$ cat src/rtl/dp_longest_common_substring_core_macros.svh
// assertion helpers used by the datapath
`ifndef DP_LONGEST_COMMON_SUBSTRING_CORE_MACROS_SVH
`define DP_LONGEST_COMMON_SUBSTRING_CORE_MACROS_SVH

// same-cycle implication, masked during reset
`define DPLCS_ASSERT_NOW(label, clk, rst_n, ante, cons) \
  label: assert property (@(posedge clk) disable iff (!rst_n) (ante) |-> (cons)) \
    else $error("dplcs assertion failed");

// next-cycle implication, masked during reset
`define DPLCS_ASSERT_NEXT(label, clk, rst_n, ante, cons) \
  label: assert property (@(posedge clk) disable iff (!rst_n) (ante) |=> (cons)) \
    else $error("dplcs assertion failed");

`endif

$ cat src/rtl/dplcs_pkg.sv
package dplcs_pkg;

  // default string capacity
  localparam int unsigned MAX_LEN_DEF = 256;

  // payload widths
  localparam int unsigned SYM_W = 8;
  localparam int unsigned RES_W = 9;

  // op codes
  localparam logic OP_FIRST  = 1'b0;
  localparam logic OP_SECOND = 1'b1;

  // input request payload
  typedef struct packed {
    logic             op;
    logic [SYM_W-1:0] symbol;
    logic             last;
  } in_item_t;

  // result payload
  typedef struct packed {
    logic [RES_W-1:0] start_index;
    logic [RES_W-1:0] match_length;
    logic             overflow;
  } out_item_t;

  // controller to datapath
  typedef struct packed {
    logic load;      // input request accepted
    logic run_init;  // clear best, row counter
    logic row_rd;    // fetch first-string char of this row
    logic col_step;  // issue reads for one cell
    logic next_row;  // advance row counter
    logic finish;    // write result, reset job state
  } cmd_t;

  // datapath to controller
  typedef struct packed {
    logic empty;     // a string has no characters
    logic row_last;  // current row is the last
    logic col_last;  // current column is the last
    logic out_free;  // result register can take a result
  } status_t;

endpackage

$ cat src/rtl/dplcs_ctrl.sv
module dplcs_ctrl import dplcs_pkg::*; (
  input  logic    clk_i,
  input  logic    rst_ni,
  input  logic    in_valid_i,
  input  logic    in_is_run_i,
  input  status_t status_i,
  output logic    in_ready_o,
  output cmd_t    cmd_o
);

  localparam logic [2:0] S_IDLE  = 3'd0;
  localparam logic [2:0] S_START = 3'd1;
  localparam logic [2:0] S_ROW   = 3'd2;
  localparam logic [2:0] S_CELL  = 3'd3;
  localparam logic [2:0] S_DRAIN = 3'd4;
  localparam logic [2:0] S_DONE  = 3'd5;

  logic [2:0] state_q, state_d;

  // next state and commands
  always_comb begin
    state_d    = state_q;
    cmd_o      = '0;
    in_ready_o = 1'b0;
    unique case (state_q)
      S_IDLE: begin
        in_ready_o = 1'b1;
        if (in_valid_i) begin
          cmd_o.load = 1'b1;
          if (in_is_run_i) state_d = S_START;
        end
      end
      S_START: begin
        cmd_o.run_init = 1'b1;
        state_d = status_i.empty ? S_DONE : S_ROW;
      end
      S_ROW: begin
        cmd_o.row_rd = 1'b1;
        state_d = S_CELL;
      end
      S_CELL: begin
        cmd_o.col_step = 1'b1;
        if (status_i.col_last) state_d = S_DRAIN;
      end
      S_DRAIN: begin
        if (status_i.row_last) begin
          state_d = S_DONE;
        end else begin
          cmd_o.next_row = 1'b1;
          state_d = S_ROW;
        end
      end
      S_DONE: begin
        if (status_i.out_free) begin
          cmd_o.finish = 1'b1;
          state_d = S_IDLE;
        end
      end
      default: state_d = S_IDLE;
    endcase
  end

  // state register
  always_ff @(posedge clk_i or negedge rst_ni) begin
    if (!rst_ni) begin
      state_q <= S_IDLE;
    end else begin
      state_q <= state_d;
    end
  end

endmodule

$ cat config.mk
export PLATFORM = sky130hd
export DESIGN_NAME = dplcs_ctrl
export DESIGN_NICKNAME = d
export VERILOG_FILES = /design/src/rtl/dp_longest_common_substring_core_macros.svh /design/src/rtl/dplcs_pkg.sv /design/src/rtl/dplcs_ctrl.sv
export SDC_FILE = /design/constraint.sdc
export NUM_CORES = 1
export LEC_CHECK = 0
export BUFFER_PORTS_ARGS = -buffer_cell sky130_fd_sc_hd__buf_2
export CORE_AREA = 2 2 39 41
export CTS_CLUSTER_DIAMETER = 50
export DETAILED_ROUTE_END_ITERATION = 10
export DIE_AREA = 0 0 41 43
export PLACE_DENSITY = 0.52
export SLEW_MARGIN = 25
export SYNTH_ARGS = -nofsm -noshare
export SYNTH_HDL_FRONTEND = slang
export SYNTH_SLANG_ARGS = --single-unit
$ cat constraint.sdc
create_clock -name clk_i -period 1.94 [get_ports clk_i]
set_clock_uncertainty 0.15 [all_clocks]
set_input_delay 0.097 -clock clk_i [delete_from_list [all_inputs] [get_ports clk_i]]
set_output_delay 0.097 -clock clk_i [all_outputs]
set_load 0.03 [all_outputs]
==> flow_results.xml, run 1 <==
<?xml version="1.0" encoding="UTF-8"?>
<metrics>
  <group name="cells_and_area">
    <metric name="finish.net_count" unit="">62</metric>
    <metric name="area_delta_synth_final" unit="%">29.9</metric>
    <metric name="top_regs" unit="">state_q x3</metric>
    <metric name="final_layout_size_suffix_gt1_frac" unit="">0.358</metric>
    <metric name="largest_reg_flops" unit="">3</metric>
    <metric name="layout.cell_area.non_filler" unit="um^2">397</metric>
    <metric name="layout.cells.most_common_list" unit="">buf_2, nand2_1</metric>
    <metric name="final_antenna_diode_count" unit="">0</metric>
    <metric name="layout_commonest_cell" unit="">buf_2</metric>
    <metric name="number_of_inserted_filler_cells_in_the_final_layout" unit="">153</metric>
    <metric name="registers.top_by_ff_count" unit="">state_q</metric>
  </group>
  <group name="setup_path">
    <metric name="arrival" unit="ns">1.33</metric>
    <metric name="required" unit="ns">1.69</metric>
    <metric name="setup.worst_path.start_class" unit="">flip-flop</metric>
    <metric name="timing.critical_path.slowest_cell_delay" unit="ns">0.52</metric>
    <metric name="worst-setup-path-type" unit="">reg -&gt; out</metric>
    <metric name="setup.reg_to_reg.worst_slack" unit="ns">0.56</metric>
    <metric name="worstSetupEndpointType" unit="">primary output</metric>
    <metric name="cp_cell_sequence" unit="">nor3_1, and2_1, buf_2</metric>
    <metric name="critPathSlowestCell" unit="">dfrtp_1</metric>
    <metric name="critical_path_peak_fanout" unit="">16</metric>
  </group>
  <group name="clocking">
    <metric name="cts_tree" unit="">built</metric>
    <metric name="clkSlewWorstSetupHoldPaths" unit="ns">0.04</metric>
    <metric name="htreeDepth" unit="">1</metric>
    <metric name="clock_path_buffers" unit="">2</metric>
    <metric name="cts_num_sinks" unit="">3</metric>
    <metric name="numCtsBuffers" unit="">3</metric>
    <metric name="clock_insertion_delay_worst_skew" unit="ns">0.23</metric>
    <metric name="cts_root_buffer" unit="">clkbuf_4</metric>
    <metric name="cts_repair_resize_count" unit="">0</metric>
  </group>
  <group name="sta">
    <metric name="finalHoldViolCount" unit="">0</metric>
    <metric name="final.setup.worst_slack" unit="ns">0.358</metric>
    <metric name="tightestPinTransition" unit="ns">0.465</metric>
    <metric name="finalCriticalPeriod" unit="ns">1.58</metric>
    <metric name="final-setup-viol-count" unit="">0</metric>
    <metric name="min_period_over_period" unit="">0.815</metric>
    <metric name="timing.setup.tns" unit="ns">0</metric>
    <metric name="maxSlewHeadroom" unit="">0.690</metric>
    <metric name="achievable-frequency" unit="MHz">632</metric>
    <metric name="setup_repair_after_global_routing_missed_its_margin" unit="">no</metric>
    <metric name="final-max-slew-violation-count" unit="">0</metric>
  </group>
  <group name="yosys">
    <metric name="synth-simple-area-share" unit="">0.406</metric>
    <metric name="ys_seq_area_frac" unit="">0.246</metric>
    <metric name="synth_top_family_by_area" unit="">simple AND/OR/NAND/NOR gates</metric>
    <metric name="synthesis.instances" unit="">38</metric>
    <metric name="synth_compound_area_frac" unit="">0.189</metric>
    <metric name="synth_enable_flop_cells" unit="">0</metric>
    <metric name="post_synthesis_net_count" unit="">46</metric>
    <metric name="ys_async_sr_fraction" unit="">1.00</metric>
    <metric name="count_of_distinct_cell_types_in_the_synthesized_netlist" unit="">22</metric>
    <metric name="synthesis.area" unit="um^2">305</metric>
    <metric name="yosys.area_share.adder" unit="">0</metric>
    <metric name="yosys-mux-area-fraction" unit="">0.0328</metric>
    <metric name="synth_seq_cells" unit="">3</metric>
    <metric name="ys.warnings.count" unit="">0</metric>
    <metric name="synth_ff_type" unit="">dfrtp_1</metric>
    <metric name="synth_area_per_cell" unit="um^2">8.03</metric>
    <metric name="parity_gate_share_of_the_synthesized_area_counting_xor_and_xnor_cells" unit="">0</metric>
  </group>
  <group name="power">
    <metric name="power.ir.vdd_worst" unit="mV">0.449</metric>
    <metric name="cellPowerDensity" unit="nW/um^2">1670</metric>
    <metric name="total_leakage_power" unit="nW">0.193</metric>
  </group>
  <group name="drt">
    <metric name="viasPerCell" unit="">4.48</metric>
    <metric name="detail_route.iter0.violations" unit="">6</metric>
    <metric name="route.detailed.drc" unit="">0</metric>
    <metric name="detail-route-antenna-nets" unit="">0</metric>
    <metric name="routed_wirelength" unit="um">647</metric>
    <metric name="routed_wire_length_per_instance" unit="um">9.38</metric>
    <metric name="dr_total_vias" unit="">309</metric>
    <metric name="first_pass_detailed_route_iteration_total" unit="">3</metric>
  </group>
  <group name="worst_hold_path">
    <metric name="min-delay-path-class" unit="">in -&gt; async</metric>
  </group>
  <group name="grt">
    <metric name="grt.total_usage" unit="">0.0963</metric>
    <metric name="antenna_violations_before_repair" unit="">0</metric>
    <metric name="grt_max_degree" unit="">18</metric>
    <metric name="globalRouteOverflowTotal" unit="">0</metric>
    <metric name="grt_first_pass_wirelength" unit="mm">1.11</metric>
    <metric name="first_global_vias" unit="">281</metric>
  </group>
  <group name="floorplanning">
    <metric name="floorplan.die.height" unit="um">43</metric>
    <metric name="placement_rows" unit="">14</metric>
    <metric name="fp.dieW" unit="um">41</metric>
    <metric name="core_area" unit="um^2">1380</metric>
    <metric name="initial_core_util" unit="">0.221</metric>
    <metric name="io_pins" unit="">15</metric>
    <metric name="design.die.area" unit="um^2">1760</metric>
  </group>
  <group name="run">
    <metric name="cap_viol_max_count" unit="">0</metric>
  </group>
  <group name="run_status">
    <metric name="outcome" unit="">finished, final reports clean</metric>
  </group>
  <group name="placed_design">
    <metric name="number_of_port_buffers" unit="">14</metric>
    <metric name="place.detailed.hpwl" unit="um">479</metric>
    <metric name="placed_area" unit="um^2">360</metric>
    <metric name="gp_routability_congestion" unit="">0.685</metric>
    <metric name="place_ws" unit="ns">0.564</metric>
  </group>
</metrics>
==> path summary, 6_finish.rpt <==
path / from / endpoint / cells past startpoint
hold / removal: rst_ni / state_q[1] / 2
setup / recovery: state_q[0] / cmd_o[5] / 3
setup reg to reg: state_q[1] / state_q[0] / 4
hold reg to reg: state_q[0] / state_q[0] / 2
max in group asynchronous: rst_ni / state_q[0] / 2
min in group clk_i: status_i[0] / state_q[0] / 4
==> synthesized netlist by cell type, types with 2 or more instances <==
cell | count | area, um^2
nand2_1 | 5 | 18.8
a21oi_1 | 3 | 15.0
dfrtp_1 | 3 | 75.1
nor2_1 | 3 | 11.3
nor3b_1 | 3 | 22.5
o22ai_1 | 3 | 18.8
buf_6 | 2 | 22.5
nand2b_1 | 2 | 12.5
==> through the flow <==
stage,std cells,utilization,hold WS [ns],power (W)
2_1_floorplan,38,-,-0.349,0.000523
3_3_place_gp,64,0.260,-0.255,0.000555
4_1_cts,69,0.287,0.0297,0.000670
6_report,69,0.287,0.0329,0.000662
3_5_place_dp,64,0.260,-0.256,0.000555
5_1_grt,69,0.287,0.0532,0.000728
==> report_power, final <==
group	switching (W)	internal, W
clock network	0.0000313	0.0000770
logic	0.000198	0.000155
registers	0.000108	0.0000922
==> per-layer routing <==
layer | part of all wire | vias up | wire length (um) | track usage
met1 | 0.45 | 133 | 292 | 0.119
met3 | 0.077 | 0 | 50 | 0.0157
li1 | - | 166 | - | -
met4 | 0 | 0 | 0 | 0.100
met5 | 0 | - | 0 | 0
met2 | 0.47 | 10 | 303 | 0.128
==> worst max-delay path, delay by kind of cell (launching register included) <==
family,cells,cell delay (ns)
flops,1,0.52
simple gates,2,0.41
buf+inv,1,0.19
==> what timing repair did <==
action	CTS	global route
hold buffers	1	0
buffers inserted	0	0
endpoints found under the hold margin	3	0
==> cell type report <==
class,instances,area (um^2),share of cell area
multi-input cells,30,191,0.483
flip-flops and latches,3,75.1,0.189
repair buffers,15,80.1,0.202
clock buffers,4,26.3,0.0662
well taps,16,20.0,0.0505
inverters,1,3.75,0.00946
==> kinds of logic (layout without fill, tap and decap cells) <==
family / after synthesis / in the layout
mux: 1 / 1
flops: 3 / 3
simple gates: 19 / 19
compound gates: 10 / 10
buf+inv: 5 / 20
Note: power is estimated with default switching activity, not from simulation.
==> run 2: changes to the inputs <==
==> constraint.sdc (replaced) <==
create_clock -name clk_i -period 1.5 [get_ports clk_i]
set_clock_uncertainty 0.15 [all_clocks]
set_input_delay 0.075 -clock clk_i [delete_from_list [all_inputs] [get_ports clk_i]]
set_output_delay 0.075 -clock clk_i [all_outputs]
set_load 0.03 [all_outputs]
==> flow_results.xml, run 2 (synthesis gave the netlist of run 1 again) <==
<?xml version="1.0" encoding="UTF-8"?>
<metrics>
  <group name="cells_and_area">
    <metric name="layout.cells.most_common_list" unit="">buf_2, nand2_1</metric>
    <metric name="final_layout_size_suffix_gt1_frac" unit="">0.518</metric>
    <metric name="registers.top_by_ff_count" unit="">state_q</metric>
    <metric name="number_of_inserted_filler_cells_in_the_final_layout" unit="">150</metric>
    <metric name="top_regs" unit="">state_q x3</metric>
    <metric name="final_antenna_diode_count" unit="">0</metric>
    <metric name="layout_commonest_cell" unit="">buf_2</metric>
    <metric name="layout.cell_area.non_filler" unit="um^2">459</metric>
    <metric name="finalCoreUtilization" unit="">0.332</metric>
    <metric name="finish.net_count" unit="">65</metric>
    <metric name="area_delta_synth_final" unit="%">50.4</metric>
    <metric name="largest_reg_flops" unit="">3</metric>
  </group>
  <group name="drt">
    <metric name="routed_wirelength" unit="um">723</metric>
    <metric name="routed_wire_length_per_instance" unit="um">10.0</metric>
    <metric name="dr_total_vias" unit="">333</metric>
    <metric name="first_pass_detailed_route_iteration_total" unit="">1</metric>
    <metric name="route.detailed.drc" unit="">0</metric>
    <metric name="viasPerCell" unit="">4.63</metric>
    <metric name="detail_route.iter0.violations" unit="">0</metric>
    <metric name="detail-route-antenna-nets" unit="">0</metric>
  </group>
  <group name="grt">
    <metric name="grt_first_pass_wirelength" unit="mm">1.21</metric>
    <metric name="grt_max_degree" unit="">17</metric>
    <metric name="first_global_vias" unit="">314</metric>
    <metric name="antenna_violations_before_repair" unit="">0</metric>
    <metric name="grt.total_usage" unit="">0.107</metric>
    <metric name="globalRouteOverflowTotal" unit="">0</metric>
  </group>
  <group name="setup_path">
    <metric name="critical_path_peak_fanout" unit="">16</metric>
    <metric name="setup.reg_to_reg.worst_slack" unit="ns">0.23</metric>
    <metric name="arrival" unit="ns">1.23</metric>
    <metric name="worstSetupEndpointType" unit="">primary output</metric>
    <metric name="reg2reg_from" unit="">state_q[0]</metric>
    <metric name="worst-setup-path-type" unit="">reg -&gt; out</metric>
    <metric name="setup.worst_path.start_class" unit="">flip-flop</metric>
    <metric name="ff2ff_path_depth" unit="">4</metric>
    <metric name="required" unit="ns">1.27</metric>
    <metric name="timing.rr.end" unit="">state_q[0]</metric>
  </group>
  <group name="power">
    <metric name="power.ir.vdd_worst" unit="mV">0.534</metric>
    <metric name="total_leakage_power" unit="nW">0.215</metric>
    <metric name="cellPowerDensity" unit="nW/um^2">2200</metric>
  </group>
  <group name="sta">
    <metric name="final.setup.worst_slack" unit="ns">0.0494</metric>
    <metric name="finalCriticalPeriod" unit="ns">1.45</metric>
    <metric name="fin_hold_ws" unit="ns">0.00413</metric>
    <metric name="achievable-frequency" unit="MHz">689</metric>
    <metric name="tightestPinTransition" unit="ns">0.287</metric>
    <metric name="final-setup-viol-count" unit="">0</metric>
    <metric name="maxSlewHeadroom" unit="">0.809</metric>
    <metric name="finalHoldViolCount" unit="">0</metric>
    <metric name="final-max-slew-violation-count" unit="">0</metric>
    <metric name="setup_repair_after_global_routing_missed_its_margin" unit="">yes</metric>
    <metric name="min_period_over_period" unit="">0.967</metric>
  </group>
  <group name="worst_hold_path">
    <metric name="worst_hold_startpoint" unit="">status_i[0]</metric>
    <metric name="min-delay-path-class" unit="">in -&gt; reg</metric>
    <metric name="worstHoldEndpoint" unit="">state_q[0]</metric>
    <metric name="whs_path_depth" unit="">4</metric>
  </group>
  <group name="placed_design">
    <metric name="gp_routability_congestion" unit="">0.686</metric>
    <metric name="place_ws" unit="ns">0.151</metric>
    <metric name="number_of_port_buffers" unit="">14</metric>
    <metric name="placed_area" unit="um^2">390</metric>
    <metric name="place.detailed.hpwl" unit="um">515</metric>
  </group>
  <group name="floorplanning">
    <metric name="core_area" unit="um^2">1380</metric>
    <metric name="io_pins" unit="">15</metric>
    <metric name="placement_rows" unit="">14</metric>
    <metric name="initial_core_util" unit="">0.221</metric>
    <metric name="floorplan.die.height" unit="um">43</metric>
    <metric name="design.die.area" unit="um^2">1760</metric>
    <metric name="fp.dieW" unit="um">41</metric>
  </group>
  <group name="clocking">
    <metric name="clock_insertion_delay_worst_skew" unit="ns">0.23</metric>
    <metric name="clock_path_buffers" unit="">2</metric>
    <metric name="cts_tree" unit="">built</metric>
    <metric name="clkSlewWorstSetupHoldPaths" unit="ns">0.04</metric>
    <metric name="cts_root_buffer" unit="">clkbuf_4</metric>
    <metric name="numCtsBuffers" unit="">3</metric>
    <metric name="cts_num_sinks" unit="">3</metric>
    <metric name="htreeDepth" unit="">1</metric>
  </group>
  <group name="run">
    <metric name="cap_viol_max_count" unit="">0</metric>
  </group>
  <group name="run_status">
    <metric name="outcome" unit="">finished, final reports clean</metric>
  </group>
</metrics>
[run 2: cell count changes in the layout (fill, tap and decap cells not counted), sizes merged]
| cell | delta |
|---|---|
| buf | +3 |
[run 2: cell type report]
class                      count  area, um^2  share of cell area
multi-input combinational     30         215               0.469
tap                           16        20.0              0.0436
sequential                     3        78.8               0.172
clock buffer                   4        26.3              0.0572
timing repair buffer          18         115               0.251
inverter                       1        3.75             0.00817
[run 2: how the worst max path moves through the flow]
| stage | start | slack (ns) | endpoint | cells after the start |
|---|---|---|---|---|
| final | state_q[0] | 0.05 | cmd_o[1] | 2 |
| after global routing | state_q[2] | -0.02 | cmd_o[5] | 3 |
| after CTS | state_q[1] | 0.01 | cmd_o[5] | 4 |
| after detailed placement | state_q[0] | 0.15 | state_q[0] | 4 |
| after global placement | state_q[2] | 0.18 | cmd_o[1] | 2 |
| after floorplan | state_q[1] | 0.002 | cmd_o[5] | 3 |
[run 2: timing repair]
| action | CTS | global route |
|---|---|---|
| pin swaps | 0 | 0 |
| gates resized for setup | 4 | 5 |
| hold buffers | 1 | 0 |
| hold endpoints to repair | 3 | 0 |
| setup buffers | 1 | 0 |
| setup endpoints to repair | 5 | 2 |
[run 2: where the power goes]
part	internal [W]	total (W)	switching [W]	leakage, nW
Sequential	0.000128	0.000255	0.000127	0.0334
Combinational	0.000293	0.000611	0.000319	0.166
Clock	0.0000997	0.000143	0.0000430	0.0150
[run 2: metal layers]
layer  wire length, um  vias to the layer above  GRT usage
met4                 0                        0      0.100
met3                43                        0     0.0314
met1               314                      154      0.126
li1                  -                      171          -
met5                 0                        -          0
met2               365                        8      0.144
[run 2: metrics by stage]
step / setup TNS [ns] / power [W] / instances
3_3_place_gp: 0 / 0.000788 / 66
5_1_grt: -0.0158 / 0.00109 / 72
3_5_place_dp: 0 / 0.000789 / 66
6_report: 0 / 0.00101 / 72
4_1_cts: 0 / 0.000974 / 72
2_1_floorplan: 0 / 0.000703 / 38
[run 2: critical path, stage by stage (launching register included)]
cell and delay, ns:
dfrtp_2 0.51, nor4b_2 0.28, buf_4 0.20
==> run 3: changes to the inputs <==
--- a/config.mk
+++ b/config.mk
@@ -10,7 +10,7 @@
 export CTS_CLUSTER_DIAMETER = 50
 export DETAILED_ROUTE_END_ITERATION = 10
 export DIE_AREA = 0 0 41 43
-export PLACE_DENSITY = 0.52
+export PLACE_DENSITY = 0.48
 export SLEW_MARGIN = 25
 export SYNTH_ARGS = -nofsm -noshare
 export SYNTH_HDL_FRONTEND = slang
==> flow_results.xml, run 3 (synthesis gave the netlist of run 1 again) <==
<?xml version="1.0" encoding="UTF-8"?>
<metrics>
  <group name="placed_design">
    <metric name="placed_area" unit="um^2">375</metric>
    <metric name="number_of_port_buffers" unit="">14</metric>
    <metric name="place.detailed.hpwl" unit="um">515</metric>
    <metric name="gp_routability_congestion" unit="">0.666</metric>
    <metric name="place_ws" unit="ns">0.0804</metric>
  </group>
  <group name="power">
    <metric name="total_leakage_power" unit="nW">0.263</metric>
    <metric name="power.ir.vdd_worst" unit="mV">0.880</metric>
    <metric name="cellPowerDensity" unit="nW/um^2">2200</metric>
  </group>
  <group name="cells_and_area">
    <metric name="area_delta_synth_final" unit="%">71.3</metric>
    <metric name="final_layout_size_suffix_gt1_frac" unit="">0.567</metric>
    <metric name="registers.top_by_ff_count" unit="">state_q</metric>
    <metric name="finish.net_count" unit="">76</metric>
    <metric name="final_antenna_diode_count" unit="">0</metric>
    <metric name="largest_reg_flops" unit="">3</metric>
    <metric name="layout.cells.most_common_list" unit="">buf_2, buf_4, nand2_1</metric>
    <metric name="layout_commonest_cell" unit="">buf_2</metric>
    <metric name="top_regs" unit="">state_q x3</metric>
    <metric name="layout.cell_area.non_filler" unit="um^2">523</metric>
    <metric name="number_of_inserted_filler_cells_in_the_final_layout" unit="">160</metric>
  </group>
  <group name="clocking">
    <metric name="clock_insertion_delay_worst_skew" unit="ns">0.24</metric>
    <metric name="cts_tree" unit="">built</metric>
    <metric name="cts_root_buffer" unit="">clkbuf_4</metric>
    <metric name="htreeDepth" unit="">1</metric>
    <metric name="numCtsBuffers" unit="">3</metric>
    <metric name="clkSlewWorstSetupHoldPaths" unit="ns">0.04</metric>
    <metric name="clock_path_buffers" unit="">2</metric>
    <metric name="cts_num_sinks" unit="">3</metric>
  </group>
  <group name="setup_path">
    <metric name="setup.worst_path.start_class" unit="">flip-flop</metric>
    <metric name="critical_path_peak_fanout" unit="">14</metric>
    <metric name="worstSetupEndpointType" unit="">primary output</metric>
    <metric name="arrival" unit="ns">1.24</metric>
    <metric name="ff2ff_path_depth" unit="">5</metric>
    <metric name="worst-setup-path-type" unit="">reg -&gt; out</metric>
    <metric name="required" unit="ns">1.27</metric>
    <metric name="setup.reg_to_reg.worst_slack" unit="ns">0.16</metric>
    <metric name="reg2reg_from" unit="">state_q[1]</metric>
    <metric name="timing.rr.end" unit="">state_q[0]</metric>
  </group>
  <group name="sta">
    <metric name="achievable-frequency" unit="MHz">682</metric>
    <metric name="finalCriticalPeriod" unit="ns">1.47</metric>
    <metric name="maxSlewHeadroom" unit="">0.832</metric>
    <metric name="min_period_over_period" unit="">0.978</metric>
    <metric name="tightestPinTransition" unit="ns">0.252</metric>
    <metric name="finalHoldViolCount" unit="">0</metric>
    <metric name="final-max-slew-violation-count" unit="">0</metric>
    <metric name="final-setup-viol-count" unit="">0</metric>
    <metric name="final.setup.worst_slack" unit="ns">0.0327</metric>
  </group>
  <group name="drt">
    <metric name="routed_wire_length_per_instance" unit="um">10.9</metric>
    <metric name="viasPerCell" unit="">4.61</metric>
    <metric name="first_pass_detailed_route_iteration_total" unit="">4</metric>
    <metric name="route.detailed.drc" unit="">0</metric>
    <metric name="topmost_layer_with_routed_signal_wires" unit="">met3</metric>
    <metric name="met2RoutedLength" unit="um">467</metric>
    <metric name="routed_wirelength" unit="um">905</metric>
    <metric name="detail_route.iter0.violations" unit="">4</metric>
    <metric name="dr_total_vias" unit="">383</metric>
    <metric name="detail-route-antenna-nets" unit="">0</metric>
    <metric name="met3_length" unit="um">62</metric>
    <metric name="detail_route.wirelength.met1" unit="um">375</metric>
  </group>
  <group name="grt">
    <metric name="grt_max_degree" unit="">18</metric>
    <metric name="grt.total_usage" unit="">0.0925</metric>
    <metric name="grt_first_pass_wirelength" unit="mm">1.10</metric>
    <metric name="antenna_violations_before_repair" unit="">0</metric>
    <metric name="globalRouteOverflowTotal" unit="">0</metric>
    <metric name="first_global_vias" unit="">281</metric>
  </group>
  <group name="floorplanning">
    <metric name="floorplan.die.height" unit="um">43</metric>
    <metric name="io_pins" unit="">15</metric>
    <metric name="design.die.area" unit="um^2">1760</metric>
    <metric name="core_area" unit="um^2">1380</metric>
    <metric name="placement_rows" unit="">14</metric>
    <metric name="fp.dieW" unit="um">41</metric>
    <metric name="initial_core_util" unit="">0.221</metric>
  </group>
  <group name="run_status">
    <metric name="outcome" unit="">finished, final reports clean</metric>
  </group>
  <group name="worst_hold_path">
    <metric name="min-delay-path-class" unit="">in -&gt; async</metric>
  </group>
  <group name="run">
    <metric name="cap_viol_max_count" unit="">0</metric>
  </group>
</metrics>
run 3: changes by cell type in the layout (fill, tap and decap cells not counted):
cell           delta
buf_4            +10
buf_2             +2
buf_6             -2
and2_1            +1
and2_4            -1
dlygate4sd3_1     +1
nor3_2            +1
nor3_4            -1
run 3: final cells by class:
| class | count | area [um^2] | area share |
|---|---|---|---|
| repair buffers | 29 | 188 | 0.359 |
| multi-input cells | 30 | 206 | 0.395 |
| flip-flops and latches | 3 | 78.8 | 0.151 |
| clock buffers | 4 | 26.3 | 0.0502 |
| well taps | 16 | 20.0 | 0.0383 |
| inverters | 1 | 3.75 | 0.00718 |
run 3: routing by layer:
metal	GRT usage	up-vias
li1	-	192
met1	0.103	178
met2	0.141	13
met3	0.0471	0
met4	0.0400	0
met5	0	-
run 3: worst max path at each step:
stage               startpoint          to  slack (ns)  cells past startpoint
floorplan           state_q[1]    cmd_o[5]       0.002                      3
global placement    state_q[1]  state_q[0]        0.11                      4
detailed placement  state_q[1]  state_q[0]        0.08                      4
CTS                 state_q[2]    cmd_o[5]        0.01                      3
global route        state_q[2]    cmd_o[0]       -0.01                      3
finish              state_q[1]    cmd_o[0]        0.03                      2
run 3: metrics by stage:
stage	std cells	power (W)	hold slack, ns	TNS, ns	util
after floorplan	38	0.000703	-0.371	0	-
after global placement	64	0.000746	-0.275	0	0.271
after detailed placement	64	0.000754	-0.275	0	0.271
after CTS	70	0.000917	0.00501	0	0.307
after global routing	83	0.00123	0.0176	-0.0184	0.378
final	83	0.00115	0.00929	0	0.378
run 3: what timing repair did:
item / CTS / global route
pin swaps: 0 / 0
hold buffers: 2 / 0
gates cloned: 0 / 0
setup endpoints to repair: 6 / 2
hold endpoints to repair: 4 / 0
buffers inserted: 0 / 13
gates resized for setup: 3 / 2
run 3: where the power goes:
group | total, W | internal, W | leakage (nW) | switching (W)
clock network | 0.000148 | 0.000100 | 0.0150 | 0.0000475
registers | 0.000240 | 0.000128 | 0.0334 | 0.000112
logic | 0.000761 | 0.000396 | 0.215 | 0.000365
total | 0.00115 | 0.000624 | 0.263 | 0.000525
run 3: critical path, cell delays in order (launching register included):
cell and delay (ns):
dfrtp_2 0.49, and4b_1 0.30, buf_2 0.21
